===== src/spq_pkg.sv =====
package spq_pkg;

  localparam int unsigned DEPTH_DEF = 16;
  localparam int unsigned KEY_W     = 16;
  localparam int unsigned ID_W      = 16;
  localparam int unsigned FUNC_W    = 2;
  localparam int unsigned STATUS_W  = 2;
  localparam int unsigned OCC_W     = 5;

  typedef enum logic [FUNC_W-1:0] {
    FUNC_APPEND = 2'd0,
    FUNC_INSERT = 2'd1,
    FUNC_POP    = 2'd2,
    FUNC_FIND   = 2'd3
  } func_e;

  typedef enum logic [STATUS_W-1:0] {
    ST_OK       = 2'd0,
    ST_EMPTY    = 2'd1,
    ST_FULL     = 2'd2,
    ST_NOTFOUND = 2'd3
  } status_e;

  typedef enum logic [2:0] {
    S_IDLE,
    S_READ,
    S_CHECK,
    S_TAIL,
    S_DONE
  } state_e;

  // controller to datapath
  typedef struct packed {
    logic    start;
    logic    rd_req;
    logic    shift_wr;
    logic    idx_inc;
    logic    tail_wr;
    logic    pop;
    logic    capture;
    logic    clr_res;
    logic    load_out;
    status_e status;
  } cmd_t;

  // datapath to controller
  typedef struct packed {
    logic empty;
    logic full;
    logic idx_end;
    logic key_gt;
    logic id_match;
    logic out_free;
  } stat_t;

endpackage


===== src/spq_req_if.sv =====
interface spq_req_if;
  logic                           valid;
  logic                           ready;
  logic [spq_pkg::FUNC_W-1:0]     func;
  logic [spq_pkg::KEY_W-1:0]      entry_key;
  logic [spq_pkg::ID_W-1:0]       entry_id;

  modport source (output valid, output func, output entry_key, output entry_id,
                  input ready);
  modport sink (input valid, input func, input entry_key, input entry_id,
                output ready);
endinterface


===== src/spq_rsp_if.sv =====
interface spq_rsp_if;
  logic                           valid;
  logic                           ready;
  logic [spq_pkg::STATUS_W-1:0]   status;
  logic [spq_pkg::KEY_W-1:0]      out_key;
  logic [spq_pkg::ID_W-1:0]       out_id;
  logic [spq_pkg::OCC_W-1:0]      occupancy;

  modport source (output valid, output status, output out_key, output out_id,
                  output occupancy, input ready);
  modport sink (input valid, input status, input out_key, input out_id,
                input occupancy, output ready);
endinterface


===== src/spq_ctrl.sv =====
module spq_ctrl (
  input  logic                       clk_i,
  input  logic                       rst_ni,
  input  logic                       req_valid_i,
  input  logic [spq_pkg::FUNC_W-1:0] req_func_i,
  output logic                       req_ready_o,
  input  spq_pkg::stat_t             stat_i,
  output spq_pkg::cmd_t              cmd_o
);

  spq_pkg::state_e  state_q, state_d;
  spq_pkg::func_e   func_q, func_d;
  spq_pkg::status_e status_q, status_d;
  logic             shifting_q, shifting_d;
  spq_pkg::func_e   func_in;
  logic             accept;

  assign func_in = spq_pkg::func_e'(req_func_i);
  assign accept  = (state_q == spq_pkg::S_IDLE) && req_valid_i;

  always_ff @(posedge clk_i or negedge rst_ni) begin
    if (!rst_ni) begin
      state_q    <= spq_pkg::S_IDLE;
      func_q     <= spq_pkg::FUNC_APPEND;
      status_q   <= spq_pkg::ST_OK;
      shifting_q <= 1'b0;
    end else begin
      state_q    <= state_d;
      func_q     <= func_d;
      status_q   <= status_d;
      shifting_q <= shifting_d;
    end
  end

  // next state
  always_comb begin
    state_d    = state_q;
    func_d     = func_q;
    status_d   = status_q;
    shifting_d = shifting_q;
    unique case (state_q)
      spq_pkg::S_IDLE: begin
        if (req_valid_i) begin
          func_d     = func_in;
          shifting_d = 1'b0;
          status_d   = spq_pkg::ST_OK;
          unique case (func_in)
            spq_pkg::FUNC_APPEND: begin
              if (stat_i.full) begin
                status_d = spq_pkg::ST_FULL;
                state_d  = spq_pkg::S_DONE;
              end else begin
                state_d  = spq_pkg::S_TAIL;
              end
            end
            spq_pkg::FUNC_INSERT: begin
              if (stat_i.full) begin
                status_d = spq_pkg::ST_FULL;
                state_d  = spq_pkg::S_DONE;
              end else begin
                state_d  = spq_pkg::S_READ;
              end
            end
            spq_pkg::FUNC_POP: begin
              if (stat_i.empty) begin
                status_d = spq_pkg::ST_EMPTY;
                state_d  = spq_pkg::S_DONE;
              end else begin
                state_d  = spq_pkg::S_READ;
              end
            end
            default: state_d = spq_pkg::S_READ;
          endcase
        end
      end
      spq_pkg::S_READ: begin
        if (stat_i.idx_end) begin
          if (func_q == spq_pkg::FUNC_FIND) begin
            status_d = spq_pkg::ST_NOTFOUND;
            state_d  = spq_pkg::S_DONE;
          end else begin
            state_d  = spq_pkg::S_TAIL;
          end
        end else begin
          state_d = spq_pkg::S_CHECK;
        end
      end
      spq_pkg::S_CHECK: begin
        unique case (func_q)
          spq_pkg::FUNC_POP: state_d = spq_pkg::S_DONE;
          spq_pkg::FUNC_FIND: begin
            state_d = stat_i.id_match ? spq_pkg::S_DONE : spq_pkg::S_READ;
          end
          default: begin
            if (stat_i.key_gt) begin
              shifting_d = 1'b1;
            end
            state_d = spq_pkg::S_READ;
          end
        endcase
      end
      spq_pkg::S_TAIL: state_d = spq_pkg::S_DONE;
      spq_pkg::S_DONE: begin
        if (stat_i.out_free) begin
          state_d = spq_pkg::S_IDLE;
        end
      end
      default: state_d = spq_pkg::S_IDLE;
    endcase
  end

  // outputs
  always_comb begin
    cmd_o        = '0;
    cmd_o.status = status_q;
    req_ready_o  = 1'b0;
    unique case (state_q)
      spq_pkg::S_IDLE: begin
        req_ready_o   = 1'b1;
        cmd_o.start   = accept;
        cmd_o.clr_res = accept;
      end
      spq_pkg::S_READ: begin
        cmd_o.rd_req = !stat_i.idx_end;
      end
      spq_pkg::S_CHECK: begin
        unique case (func_q)
          spq_pkg::FUNC_POP: begin
            cmd_o.capture = 1'b1;
            cmd_o.pop     = 1'b1;
          end
          spq_pkg::FUNC_FIND: begin
            cmd_o.capture = stat_i.id_match;
            cmd_o.idx_inc = !stat_i.id_match;
          end
          default: begin
            cmd_o.shift_wr = shifting_q || stat_i.key_gt;
            cmd_o.idx_inc  = 1'b1;
          end
        endcase
      end
      spq_pkg::S_TAIL: begin
        cmd_o.tail_wr = 1'b1;
      end
      spq_pkg::S_DONE: begin
        cmd_o.load_out = stat_i.out_free;
      end
      default: ;
    endcase
  end

endmodule


===== src/spq_dp.sv =====
module spq_dp #(
  parameter int unsigned DEPTH = spq_pkg::DEPTH_DEF
) (
  input  logic                         clk_i,
  input  logic                         rst_ni,
  input  logic [spq_pkg::KEY_W-1:0]    req_key_i,
  input  logic [spq_pkg::ID_W-1:0]     req_id_i,
  input  spq_pkg::cmd_t                cmd_i,
  output spq_pkg::stat_t               stat_o,
  input  logic                         rsp_ready_i,
  output logic                         rsp_valid_o,
  output logic [spq_pkg::STATUS_W-1:0] rsp_status_o,
  output logic [spq_pkg::KEY_W-1:0]    rsp_key_o,
  output logic [spq_pkg::ID_W-1:0]     rsp_id_o,
  output logic [spq_pkg::OCC_W-1:0]    rsp_occ_o
);

  localparam int unsigned AW = (DEPTH > 1) ? $clog2(DEPTH) : 1;
  localparam int unsigned CW = $clog2(DEPTH + 1);
  localparam int unsigned SW = CW + 1;

  logic [spq_pkg::KEY_W-1:0] mem_key [DEPTH];
  logic [spq_pkg::ID_W-1:0]  mem_id  [DEPTH];

  logic [AW-1:0]             head_q, head_d;
  logic [CW-1:0]             count_q, count_d;
  logic [CW-1:0]             idx_q, idx_d;
  logic [spq_pkg::KEY_W-1:0] key_q, carry_key_q;
  logic [spq_pkg::ID_W-1:0]  id_q, carry_id_q;
  logic [spq_pkg::KEY_W-1:0] rd_key_q, res_key_q;
  logic [spq_pkg::ID_W-1:0]  rd_id_q, res_id_q;
  logic                      out_valid_q;

  logic [SW-1:0]             idx_sum, tail_sum;
  logic [AW-1:0]             idx_addr, tail_addr, wr_addr;
  logic                      wr_en;

  function automatic logic [AW-1:0] wrap_addr(input logic [SW-1:0] sum);
    logic [SW-1:0] fixed;
    fixed = (sum >= SW'(DEPTH)) ? (sum - SW'(DEPTH)) : sum;
    return fixed[AW-1:0];
  endfunction

  assign idx_sum   = SW'(head_q) + SW'(idx_q);
  assign tail_sum  = SW'(head_q) + SW'(count_q);
  assign idx_addr  = wrap_addr(idx_sum);
  assign tail_addr = wrap_addr(tail_sum);
  assign wr_en     = cmd_i.shift_wr || cmd_i.tail_wr;
  assign wr_addr   = cmd_i.tail_wr ? tail_addr : idx_addr;

  always_ff @(posedge clk_i) begin
    if (wr_en) begin
      mem_key[wr_addr] <= carry_key_q;
      mem_id[wr_addr]  <= carry_id_q;
    end
  end

  always_ff @(posedge clk_i) begin
    if (cmd_i.rd_req) begin
      rd_key_q <= mem_key[idx_addr];
      rd_id_q  <= mem_id[idx_addr];
    end
  end

  assign stat_o.empty    = (count_q == '0);
  assign stat_o.full     = (count_q == CW'(DEPTH));
  assign stat_o.idx_end  = (idx_q == count_q);
  assign stat_o.key_gt   = (rd_key_q > key_q);
  assign stat_o.id_match = (rd_id_q == id_q);
  assign stat_o.out_free = !out_valid_q || rsp_ready_i;

  always_comb begin
    head_d  = head_q;
    count_d = count_q;
    idx_d   = idx_q;
    if (cmd_i.start) begin
      idx_d = '0;
    end else if (cmd_i.idx_inc) begin
      idx_d = idx_q + 1'b1;
    end
    if (cmd_i.pop) begin
      head_d  = (head_q == AW'(DEPTH - 1)) ? '0 : head_q + 1'b1;
      count_d = count_q - 1'b1;
    end else if (cmd_i.tail_wr) begin
      count_d = count_q + 1'b1;
    end
  end

  always_ff @(posedge clk_i or negedge rst_ni) begin
    if (!rst_ni) begin
      head_q      <= '0;
      count_q     <= '0;
      idx_q       <= '0;
      out_valid_q <= 1'b0;
    end else begin
      head_q  <= head_d;
      count_q <= count_d;
      idx_q   <= idx_d;
      if (cmd_i.load_out) begin
        out_valid_q <= 1'b1;
      end else if (rsp_ready_i) begin
        out_valid_q <= 1'b0;
      end
    end
  end

  always_ff @(posedge clk_i) begin
    if (cmd_i.start) begin
      key_q       <= req_key_i;
      id_q        <= req_id_i;
      carry_key_q <= req_key_i;
      carry_id_q  <= req_id_i;
    end else if (cmd_i.shift_wr) begin
      carry_key_q <= rd_key_q;
      carry_id_q  <= rd_id_q;
    end
    if (cmd_i.clr_res) begin
      res_key_q <= '0;
      res_id_q  <= '0;
    end else if (cmd_i.capture) begin
      res_key_q <= rd_key_q;
      res_id_q  <= rd_id_q;
    end
    if (cmd_i.load_out) begin
      rsp_status_o <= cmd_i.status;
      rsp_key_o    <= res_key_q;
      rsp_id_o     <= res_id_q;
      rsp_occ_o    <= spq_pkg::OCC_W'(count_q);
    end
  end

  assign rsp_valid_o = out_valid_q;

endmodule


===== src/sorted_process_queue.sv =====
// each request steps through the controller states: append writes at the tail,
// pop reads and checks the head entry, insert and find walk the entries held
// throughput: one request at a time; each entry visited costs a memory read and
// a compare on the single read port of the entry memory
// a new request is taken as soon as the result is in the output register
// reset: asynchronous, active low; clears the queue to empty, no clearing pass
module sorted_process_queue #(
  parameter int unsigned DEPTH = spq_pkg::DEPTH_DEF
) (
  input  logic       clk_i,
  input  logic       rst_ni,
  spq_req_if.sink    req_i,
  spq_rsp_if.source  rsp_o
);

  spq_pkg::cmd_t  cmd;
  spq_pkg::stat_t stat;

  spq_ctrl u_ctrl (
    .clk_i       (clk_i),
    .rst_ni      (rst_ni),
    .req_valid_i (req_i.valid),
    .req_func_i  (req_i.func),
    .req_ready_o (req_i.ready),
    .stat_i      (stat),
    .cmd_o       (cmd)
  );

  spq_dp #(
    .DEPTH (DEPTH)
  ) u_dp (
    .clk_i        (clk_i),
    .rst_ni       (rst_ni),
    .req_key_i    (req_i.entry_key),
    .req_id_i     (req_i.entry_id),
    .cmd_i        (cmd),
    .stat_o       (stat),
    .rsp_ready_i  (rsp_o.ready),
    .rsp_valid_o  (rsp_o.valid),
    .rsp_status_o (rsp_o.status),
    .rsp_key_o    (rsp_o.out_key),
    .rsp_id_o     (rsp_o.out_id),
    .rsp_occ_o    (rsp_o.occupancy)
  );

endmodule


===== src/flat_wrapper.sv =====
// flat-port wrapper written by rule: the top's interface ports become plain ports
module sorted_process_queue_flat 
#(
  parameter int unsigned DEPTH = spq_pkg::DEPTH_DEF
)
  (clk_i, rst_ni, req_i_valid, req_i_func, req_i_entry_key, req_i_entry_id, req_i_ready, rsp_o_valid, rsp_o_status, rsp_o_out_key, rsp_o_out_id, rsp_o_occupancy, rsp_o_ready);
  spq_req_if req_i_i ();
  spq_rsp_if rsp_o_i ();
  input  logic clk_i;
  input  logic rst_ni;
  input wire logic [$bits(req_i_i.valid)-1:0] req_i_valid;
  input wire logic [$bits(req_i_i.func)-1:0] req_i_func;
  input wire logic [$bits(req_i_i.entry_key)-1:0] req_i_entry_key;
  input wire logic [$bits(req_i_i.entry_id)-1:0] req_i_entry_id;
  output wire logic [$bits(req_i_i.ready)-1:0] req_i_ready;
  output wire logic [$bits(rsp_o_i.valid)-1:0] rsp_o_valid;
  output wire logic [$bits(rsp_o_i.status)-1:0] rsp_o_status;
  output wire logic [$bits(rsp_o_i.out_key)-1:0] rsp_o_out_key;
  output wire logic [$bits(rsp_o_i.out_id)-1:0] rsp_o_out_id;
  output wire logic [$bits(rsp_o_i.occupancy)-1:0] rsp_o_occupancy;
  input wire logic [$bits(rsp_o_i.ready)-1:0] rsp_o_ready;
  assign req_i_i.valid = req_i_valid;
  assign req_i_i.func = req_i_func;
  assign req_i_i.entry_key = req_i_entry_key;
  assign req_i_i.entry_id = req_i_entry_id;
  assign req_i_ready = req_i_i.ready;
  assign rsp_o_valid = rsp_o_i.valid;
  assign rsp_o_status = rsp_o_i.status;
  assign rsp_o_out_key = rsp_o_i.out_key;
  assign rsp_o_out_id = rsp_o_i.out_id;
  assign rsp_o_occupancy = rsp_o_i.occupancy;
  assign rsp_o_i.ready = rsp_o_ready;
  sorted_process_queue #(.DEPTH(DEPTH)) u_core (.clk_i(clk_i), .rst_ni(rst_ni), .req_i(req_i_i), .rsp_o(rsp_o_i));
endmodule

===== config.mk =====
export PLATFORM = sky130hd
export DESIGN_NAME = sorted_process_queue_flat
export DESIGN_NICKNAME = d
export VERILOG_FILES = /design/src/spq_pkg.sv /design/src/spq_req_if.sv /design/src/spq_rsp_if.sv /design/src/spq_ctrl.sv /design/src/spq_dp.sv /design/src/sorted_process_queue.sv /design/src/flat_wrapper.sv
export SDC_FILE = /design/constraint.sdc
export NUM_CORES = 1
export LEC_CHECK = 0
export BUFFER_PORTS_ARGS = -buffer_cell sky130_fd_sc_hd__buf_4
export CAP_MARGIN = 30
export CORE_UTILIZATION = 56
export CTS_CLUSTER_SIZE = 12
export DETAILED_ROUTE_END_ITERATION = 8
export PLACE_DENSITY = 0.76
export SYNTH_ARGS = -nofsm -noshare
export SYNTH_HDL_FRONTEND = slang
export SYNTH_SLANG_ARGS = --single-unit

===== constraint.sdc =====
create_clock -name clk_i -period 6.1 [get_ports clk_i]
set_input_delay 0.61 -clock clk_i [delete_from_list [all_inputs] [get_ports clk_i]]
set_output_delay 0.61 -clock clk_i [all_outputs]
set_load 0.03 [all_outputs]

==> results.py, run 1 <==
metrics = {
    "flow_run": {
        "drv_cap": 0,
    },
    "die": {
        "die-area_mm2": 0.0493,
        "io_pins": 79,
        "core_mm2": 0.0477,
        "die_height_um": 222,
        "row_count": 80,
        "dieWidth_um": 222,
        "start_util": 0.567,
    },
    "route": {
        "antenna_left": 0,
        "wl_mm": 60.1,
        "via_per_inst": 6.23,
        "vias": 13500,
        "wl_per_cell_um": 27.8,
        "drcViolationCount": 0,
        "drt-pass1-iter-count": 7,
        "drt_iter0_drc": 1665,
    },
    "timing": {
        "rsz0062_at_grt": "no",
        "finalClockSkew_ps": 26.2,
        "setup_viol": 0,
        "min_period_over_period": 0.661,
        "hold_violations": 0,
        "final_max_slew_viol_count": 0,
        "max_slew_margin": 0.320,
        "worst_pin_slew_ps": 1020,
        "period_minus_slack_ps": 4030,
        "finalSetupTns_ps": 0,
        "fmax_ghz": 0.248,
        "fin_ws_ps": 2070,
        "hold_ws_ps": 196,
    },
    "power": {
        "p_clk_frac": 0.250,
        "comb_power_share": 0.291,
        "powerDensity_mw_per_mm2": 529,
        "finalPower_uw": 16300,
        "power_switching_uw": 5050,
        "leakagePower_uw": 0.0103,
        "seqPwrFrac": 0.459,
        "p_int_uw": 11300,
        "peakVddDrop_uv": 569,
        "p_sw_frac": 0.309,
    },
    "logic_synthesis": {
        "seq_area_frac_synth": 0.762,
        "synth_top_cell_by_area": "edfxtp_1",
        "ys_ff_latch": 702,
        "synth_area_per_cell_um2": 19.9,
        "yosys_warnings": 0,
        "synth_nets": 1432,
        "synthCells": 1364,
        "syn_area_mm2": 0.0271,
        "yosysUniqueCellTypes": 61,
        "synth_edf_count": 647,
        "synth_top_flop_cell": "edfxtp_1",
        "yosys-top-cells-area": "edfxtp_1 72%, mux4_2 13%, nand2_1 2.6%, dfxtp_1 2.4%, dfrtp_1 2.1%",
        "synth_top_area_share": 0.717,
        "async_flop_share": 0.0328,
    },
    "critical_path": {
        "critical_path_class": "reg -> reg",
        "crit_start": "u_core.u_dp.head_q[0]",
        "cp-end-kind": "flop",
        "crit_fanout": 60,
        "reg2reg_from": "u_core.u_dp.head_q[0]",
        "r2r_cells": 6,
        "cp.required_ps": 6310,
        "cp_data_arrival_time_ps": 4240,
        "worstSetupStartpointType": "flop",
        "r2r_end": "u_core.u_dp.mem_key[13][0]",
        "rrSetupSlack_ps": 2070,
    },
    "clock_network": {
        "path_clk_slew_ps": 60,
        "cts_tree": "done",
        "htreeDepth": 3,
        "clk_latency_ps": 600,
        "clock-root-buffer": "clkbuf_16",
        "cts_sinks": 702,
        "post-cts-setup-buffers": 0,
        "clk_path_buf_depth": 3,
        "numCtsBuffers": 71,
    },
    "run_status": {
        "status": "complete, no violations",
    },
    "placed_design": {
        "place_congestion": 0.780,
        "dpl_cell_area_mm2": 0.0286,
        "preCtsSetupSlack_ps": 2130,
        "dp_hpwl_mm": 30.8,
        "numPortBuffers": 78,
    },
    "final_layout": {
        "area_growth_pct": 13.9,
        "antenna_cells": 0,
        "num-nets-final": 1562,
        "final_area_mm2": 0.0309,
        "final_layout_size_suffix_gt1_frac": 0.257,
    },
    "global_route": {
        "grt_pass1_wl_mm": 89.2,
        "use_met1": 0.348,
        "grt_pass1_vias": 13800,
        "grt_max_degree": 120,
        "globalRouteMet3Util": 0.0417,
        "grt_usage": 0.252,
        "overflow": 0,
        "antenna_found_initial": 0,
        "use_met2": 0.413,
        "grt.busiest_layer": "met2",
    },
    "min_path": {
        "hold_start": "req_i_entry_id[7]",
        "whs_path_depth": 1,
        "hp-class": "in -> reg",
        "worstHoldEndpoint": "u_core.u_dp.id_q[7]",
    },
}
==> power groups by stage <==
stage | Clock (uW) | Combinational [uW] | Sequential [uW]
after floorplan | 0 | 3440 | 7340
after global placement | 0 | 4590 | 7490
after detailed placement | 0 | 4690 | 7550
after CTS | 4140 | 4780 | 7470
after global routing | 4310 | 5090 | 7580
final | 4080 | 4750 | 7490
==> cell families (layout without fill, tap and decap cells) <==
group / Yosys count / in the layout / synth area share
DFF: 702 / 702 / 0.762
and+or+nand+nor: 255 / 255 / 0.0411
muxes: 165 / 165 / 0.136
buffers and inverters: 91 / 277 / 0.0153
AOI/OAI and AO/OA: 86 / 86 / 0.0194
xor gates and xnor gates: 35 / 35 / 0.0119
adders and majority gates: 30 / 30 / 0.0147
==> placed cells by master, fill, tap and decap left out, drive strengths merged, types with 3 or more instances in the layout <==
master / count
dfxtp: 32
a21oi: 17
a21o: 7
nor3b: 5
inv: 31
o21a: 3
o21ai: 41
mux4: 160
nand2: 187
xor2: 6
nand3: 5
clkinv: 6
mux2i: 4
nor2b: 6
dfrtp: 23
nor4: 7
nand4: 8
buf: 118
ha: 27
clkbuf: 121
nor3: 12
edfxtp: 647
nand2b: 3
fa: 3
nor2: 11
xnor2: 29
==> area by class of cell <==
type | instances | area, um^2
Clock inverter | 8 | 55.1
Tap cell | 615 | 769
Timing Repair Buffer | 119 | 968
Clock buffer | 121 | 2110
Multi-Input combinational cell | 571 | 6200
Fill cell | 3057 | 16900
Inverter | 29 | 109
Sequential cell | 702 | 20600
==> worst max-delay path, stage by stage, from the launching register on <==
cell and delay (ps):
dfrtp_1 510, ha_4 190, inv_1 40, fa_4 1400, a31oi_1 420, nor4_2 440, buf_4 610
==> synth_stat cells, types with 3 or more instances <==
cell type / count
o21ai_1: 3
nand4_1: 8
nor4_1: 7
dfxtp_1: 32
a21o_1: 7
nor3_1: 11
a21oi_1: 15
xnor2_1: 28
o21ai_0: 38
nor2_1: 11
dfrtp_1: 23
xor2_1: 5
nor2b_1: 6
clkbuf_1: 35
inv_1: 27
edfxtp_1: 647
mux4_2: 158
mux2i_1: 3
nand2_1: 187
buf_2: 18
nand2b_1: 3
fa_1: 3
nor3b_1: 4
buf_6: 5
buf_4: 3
o21a_1: 3
ha_1: 27
nand3_1: 5
==> metrics by stage <==
| step | utilization | instances |
|---|---|---|
| 3_3_place_gp | 0.599 | 2029 |
| 2_1_floorplan | - | 1364 |
| 4_1_cts | 0.646 | 2162 |
| 5_1_grt | 0.646 | 2165 |
| 6_report | 0.646 | 2165 |
| 3_5_place_dp | 0.600 | 2032 |
==> how the worst max path moves through the flow <==
stage	endpoint	slack (ps)
floorplan	u_core.u_dp.mem_id[1][0]	110
global placement	u_core.u_dp.mem_id[2][6]	2180
detailed placement	u_core.u_dp.mem_id[13][6]	2130
CTS	u_core.u_dp.mem_key[13][0]	2080
global route	u_core.u_dp.mem_key[13][0]	1930
finish	u_core.u_dp.mem_key[13][0]	2070
==> timing repair <==
action,4_1_cts,5_1_grt
endpoints found under the setup margin,0,0
endpoints found under the hold margin,23,0
gates resized for setup,0,0
hold buffers,1,0
==> flip-flops by register name, summed over array words and instances, names as in the netlist, 4 cells and up <==
name,cells
u_core.u_dp.idx_q,5
u_core.u_dp.count_q,5
u_core.u_dp.key_q,16
u_core.u_dp.rd_key_q,16
u_core.u_dp.head_q,4
u_core.u_dp.res_key_q,16
u_core.u_dp.id_q,16
u_core.u_dp.rd_id_q,16
u_core.u_dp.mem_id,256
u_core.u_dp.carry_id_q,16
u_core.u_dp.rsp_occ_o,5
u_core.u_dp.rsp_key_o,16
u_core.u_dp.res_id_q,16
u_core.u_dp.mem_key,256
u_core.u_dp.rsp_id_o,16
u_core.u_dp.carry_key_q,16
==> layer usage <==
metal / vias up / share of wire
met3: 107 / 0.078
met2: 689 / 0.51
met4: 0 / 0.024
met1: 6999 / 0.39
li1: 5695 / -
met5: - / 0
(Power assumes the default switching activity.)
==> run 2, diff against run 1 <==
ABC_AREA = 1   (was default)
CORE_UTILIZATION = 60   (was 56)
PLACE_DENSITY = 0.77   (was 0.76)
clock period = 3.9 ns   (was 6.1 ns; I/O delays follow)
==> results.py, run 2 <==
metrics = {
    "power": {
        "power_switching_uw": 10900,
        "p_sw_frac": 0.391,
        "finalPower_uw": 27800,
        "peakVddDrop_uv": 793,
        "leakagePower_uw": 0.0112,
        "p_int_uw": 16900,
        "comb_power_share": 0.363,
        "powerDensity_mw_per_mm2": 876,
        "seqPwrFrac": 0.417,
        "p_clk_frac": 0.220,
    },
    "final_layout": {
        "final_layout_size_suffix_gt1_frac": 0.110,
        "fin_cells": 2785,
        "antenna_cells": 0,
        "fillCellCount": 2902,
        "num-nets-final": 2218,
        "area_growth_pct": 13.5,
        "final_cell_mix": "647 x edfxtp_1, 286 x nor2_1, 236 x o21ai_0, 168 x nand2_1, 128 x o221ai_1",
        "layout_commonest_cell": "edfxtp_1",
        "reg.largest.list": "u_core.u_dp.mem_id x256, u_core.u_dp.mem_key x256",
        "final_area_mm2": 0.0317,
    },
    "route": {
        "via_per_inst": 6.30,
        "antenna_left": 0,
        "drcViolationCount": 0,
        "vias": 17600,
        "wl_per_cell_um": 23.1,
        "drt_iter0_drc": 2219,
        "wl_mm": 64.3,
        "drt-pass1-iter-count": 6,
    },
    "logic_synthesis": {
        "synth_nets": 2113,
        "async_flop_share": 0.0328,
        "yosys_warnings": 0,
        "synth_top_area_share": 0.695,
        "synthSimpleGateAreaFrac": 0.0897,
        "synth_area_per_cell_um2": 13.7,
        "ys_ff_latch": 702,
        "synth_top_flop_cell": "edfxtp_1",
        "synth_most_common_cell": "edfxtp_1",
        "yosys-top-cells-area": "edfxtp_1 70%, o21ai_0 4.2%, nor2_1 4.1%, o221ai_1 4.0%, mux2i_1 2.3%",
        "seq_area_frac_synth": 0.739,
        "synthMuxAreaShare": 0.0233,
        "synth_xor_area_frac": 0.0106,
        "synth_common_cells": "647 x edfxtp_1, 303 x nor2_1, 236 x o21ai_0",
        "synth_fa_ha_area_frac": 0.0142,
        "yosysUniqueCellTypes": 36,
        "synth_edf_count": 647,
        "synth_top_family_by_area": "simple AND/OR/NAND/NOR gates",
        "synth_compound_area_frac": 0.0885,
        "syn_area_mm2": 0.0279,
        "synthCells": 2045,
        "synth_top_cell_by_area": "edfxtp_1",
    },
    "timing": {
        "hold_ws_ps": 54.5,
        "worst_pin_slew_ps": 914,
        "rsz0062_at_grt": "no",
        "final_max_slew_viol_count": 0,
        "finalClockSkew_ps": 25.8,
        "hold_violations": 0,
        "setup_viol": 0,
        "max_slew_margin": 0.391,
        "fmax_ghz": 0.317,
        "finalSetupTns_ps": 0,
        "period_minus_slack_ps": 3150,
        "min_period_over_period": 0.808,
    },
    "placed_design": {
        "numPortBuffers": 78,
        "dp_hpwl_mm": 36.9,
        "place_congestion": 0.889,
        "dp_cells": 2642,
        "dpl_cell_area_mm2": 0.0293,
    },
    "min_path": {
        "whs_path_depth": 3,
        "worstHoldEndpoint": "u_core.u_ctrl.func_q[1]",
        "hold_start": "req_i_func[1]",
        "hp-class": "in -> reg",
    },
    "global_route": {
        "grt_usage": 0.277,
        "grt_max_degree": 159,
        "antenna_found_initial": 1,
        "grt_pass1_vias": 17200,
        "overflow": 0,
        "grt_pass1_wl_mm": 98.9,
    },
    "critical_path": {
        "r2r_cells": 8,
        "critical_path_class": "reg -> reg",
        "cp_data_arrival_time_ps": 3440,
        "rrSetupSlack_ps": 750,
        "cp-end-kind": "flop",
        "cp.required_ps": 4190,
        "reg2reg_from": "u_core.u_dp.head_q[2]",
        "worstSetupStartpointType": "flop",
        "crit_fanout": 33,
        "r2r_end": "u_core.u_dp.rd_key_q[0]",
    },
    "die": {
        "row_count": 78,
        "dieWidth_um": 218,
        "io_pins": 79,
        "core_mm2": 0.0457,
        "start_util": 0.612,
        "die-area_mm2": 0.0474,
        "die_height_um": 218,
    },
    "clock_network": {
        "numCtsBuffers": 71,
        "cts_sinks": 702,
        "path_clk_slew_ps": 60,
        "clock-root-buffer": "clkbuf_16",
        "htreeDepth": 3,
        "clk_latency_ps": 610,
        "clk_path_buf_depth": 3,
        "cts_tree": "done",
    },
    "flow_run": {
        "drv_cap": 0,
    },
    "run_status": {
        "status": "complete, no violations",
    },
}
## run 2: changes by cell type after synthesis, sizes merged, moves of 68 or more
| cell | change |
|---|---|
| mux4 | -160 |
| inv | +68 |
| nand3 | +81 |
| o221ai | +128 |
| o21ai | +199 |
| nor2 | +294 |
## run 2: logic make-up after synthesis
family | count (synthesis)
buffers and inverters | 218
adders and majority gates | 30
AOI/OAI and AO/OA | 394
xor gates and xnor gates | 32
and+or+nand+nor | 604
DFF | 702
muxes | 65
## run 2: how the worst max path moves through the flow
stage,endpoint,from,cells past startpoint,slack [ps]
after floorplan,u_core.u_dp.mem_id[0][0],u_core.u_dp.idx_q[0],9,360
after detailed placement,u_core.u_dp.mem_id[7][7],u_core.u_dp.idx_q[0],11,800
after CTS,u_core.u_dp.mem_id[7][1],u_core.u_dp.idx_q[0],11,780
after global routing,u_core.u_dp.mem_key[7][1],u_core.u_dp.idx_q[0],11,660
final,u_core.u_dp.rd_key_q[0],u_core.u_dp.head_q[2],8,750
after global placement,u_core.u_dp.mem_id[7][10],u_core.u_dp.idx_q[0],11,870
## run 2: power groups by stage
| stage | clock network, uW | logic, uW | registers (uW) |
|---|---|---|---|
| finish | 6110 | 10100 | 11600 |
| CTS | 6150 | 9960 | 11600 |
| detailed placement | 0 | 9820 | 11700 |
| global route | 6430 | 11000 | 11700 |
| floorplan | 0 | 6560 | 11400 |
| global placement | 0 | 9540 | 11600 |
## run 2: per-stage QoR
step / utilization / setup slack (ps)
floorplan: - / 356
global placement: 0.642 / 868
detailed placement: 0.642 / 800
CTS: 0.694 / 776
global route: 0.695 / 665
finish: 0.695 / 749
## run 2: repair_timing
| action | in CTS | in global routing |
|---|---|---|
| resized for setup | 0 | 0 |
| hold buffers | 34 | 0 |
| setup buffers | 0 | 0 |
| endpoints found under the hold margin | 56 | 0 |
## run 2: layout make-up
class	count	area (um^2)	area share
clock inverter	13	78.8	0.00248
sequential	702	20600	0.651
clock buffer	95	1940	0.0611
timing repair buffer	153	1430	0.0452
multi-input combinational	1125	6510	0.205
inverter	97	367	0.0116
tap	600	751	0.0237
## run 2: layer usage
metal / vias up / global-route usage / share of wire / wire length, um
li1: 7770 / - / - / -
met1: 8647 / 0.386 / 0.40 / 25400
met2: 1007 / 0.440 / 0.48 / 30700
met3: 132 / 0.0541 / 0.10 / 6500
met4: 0 / 0.0988 / 0.026 / 1680
met5: - / 0 / 0 / 0
## run 2: critical path, cell delays in order (launching register included)
cell and delay, ps:
dfrtp_1 450, ha_1 420, a21oi_1 210, nand2_1 170, xor2_4 180, buf_4 460
inv_2 480, nand3_1 240, nand2_1 200
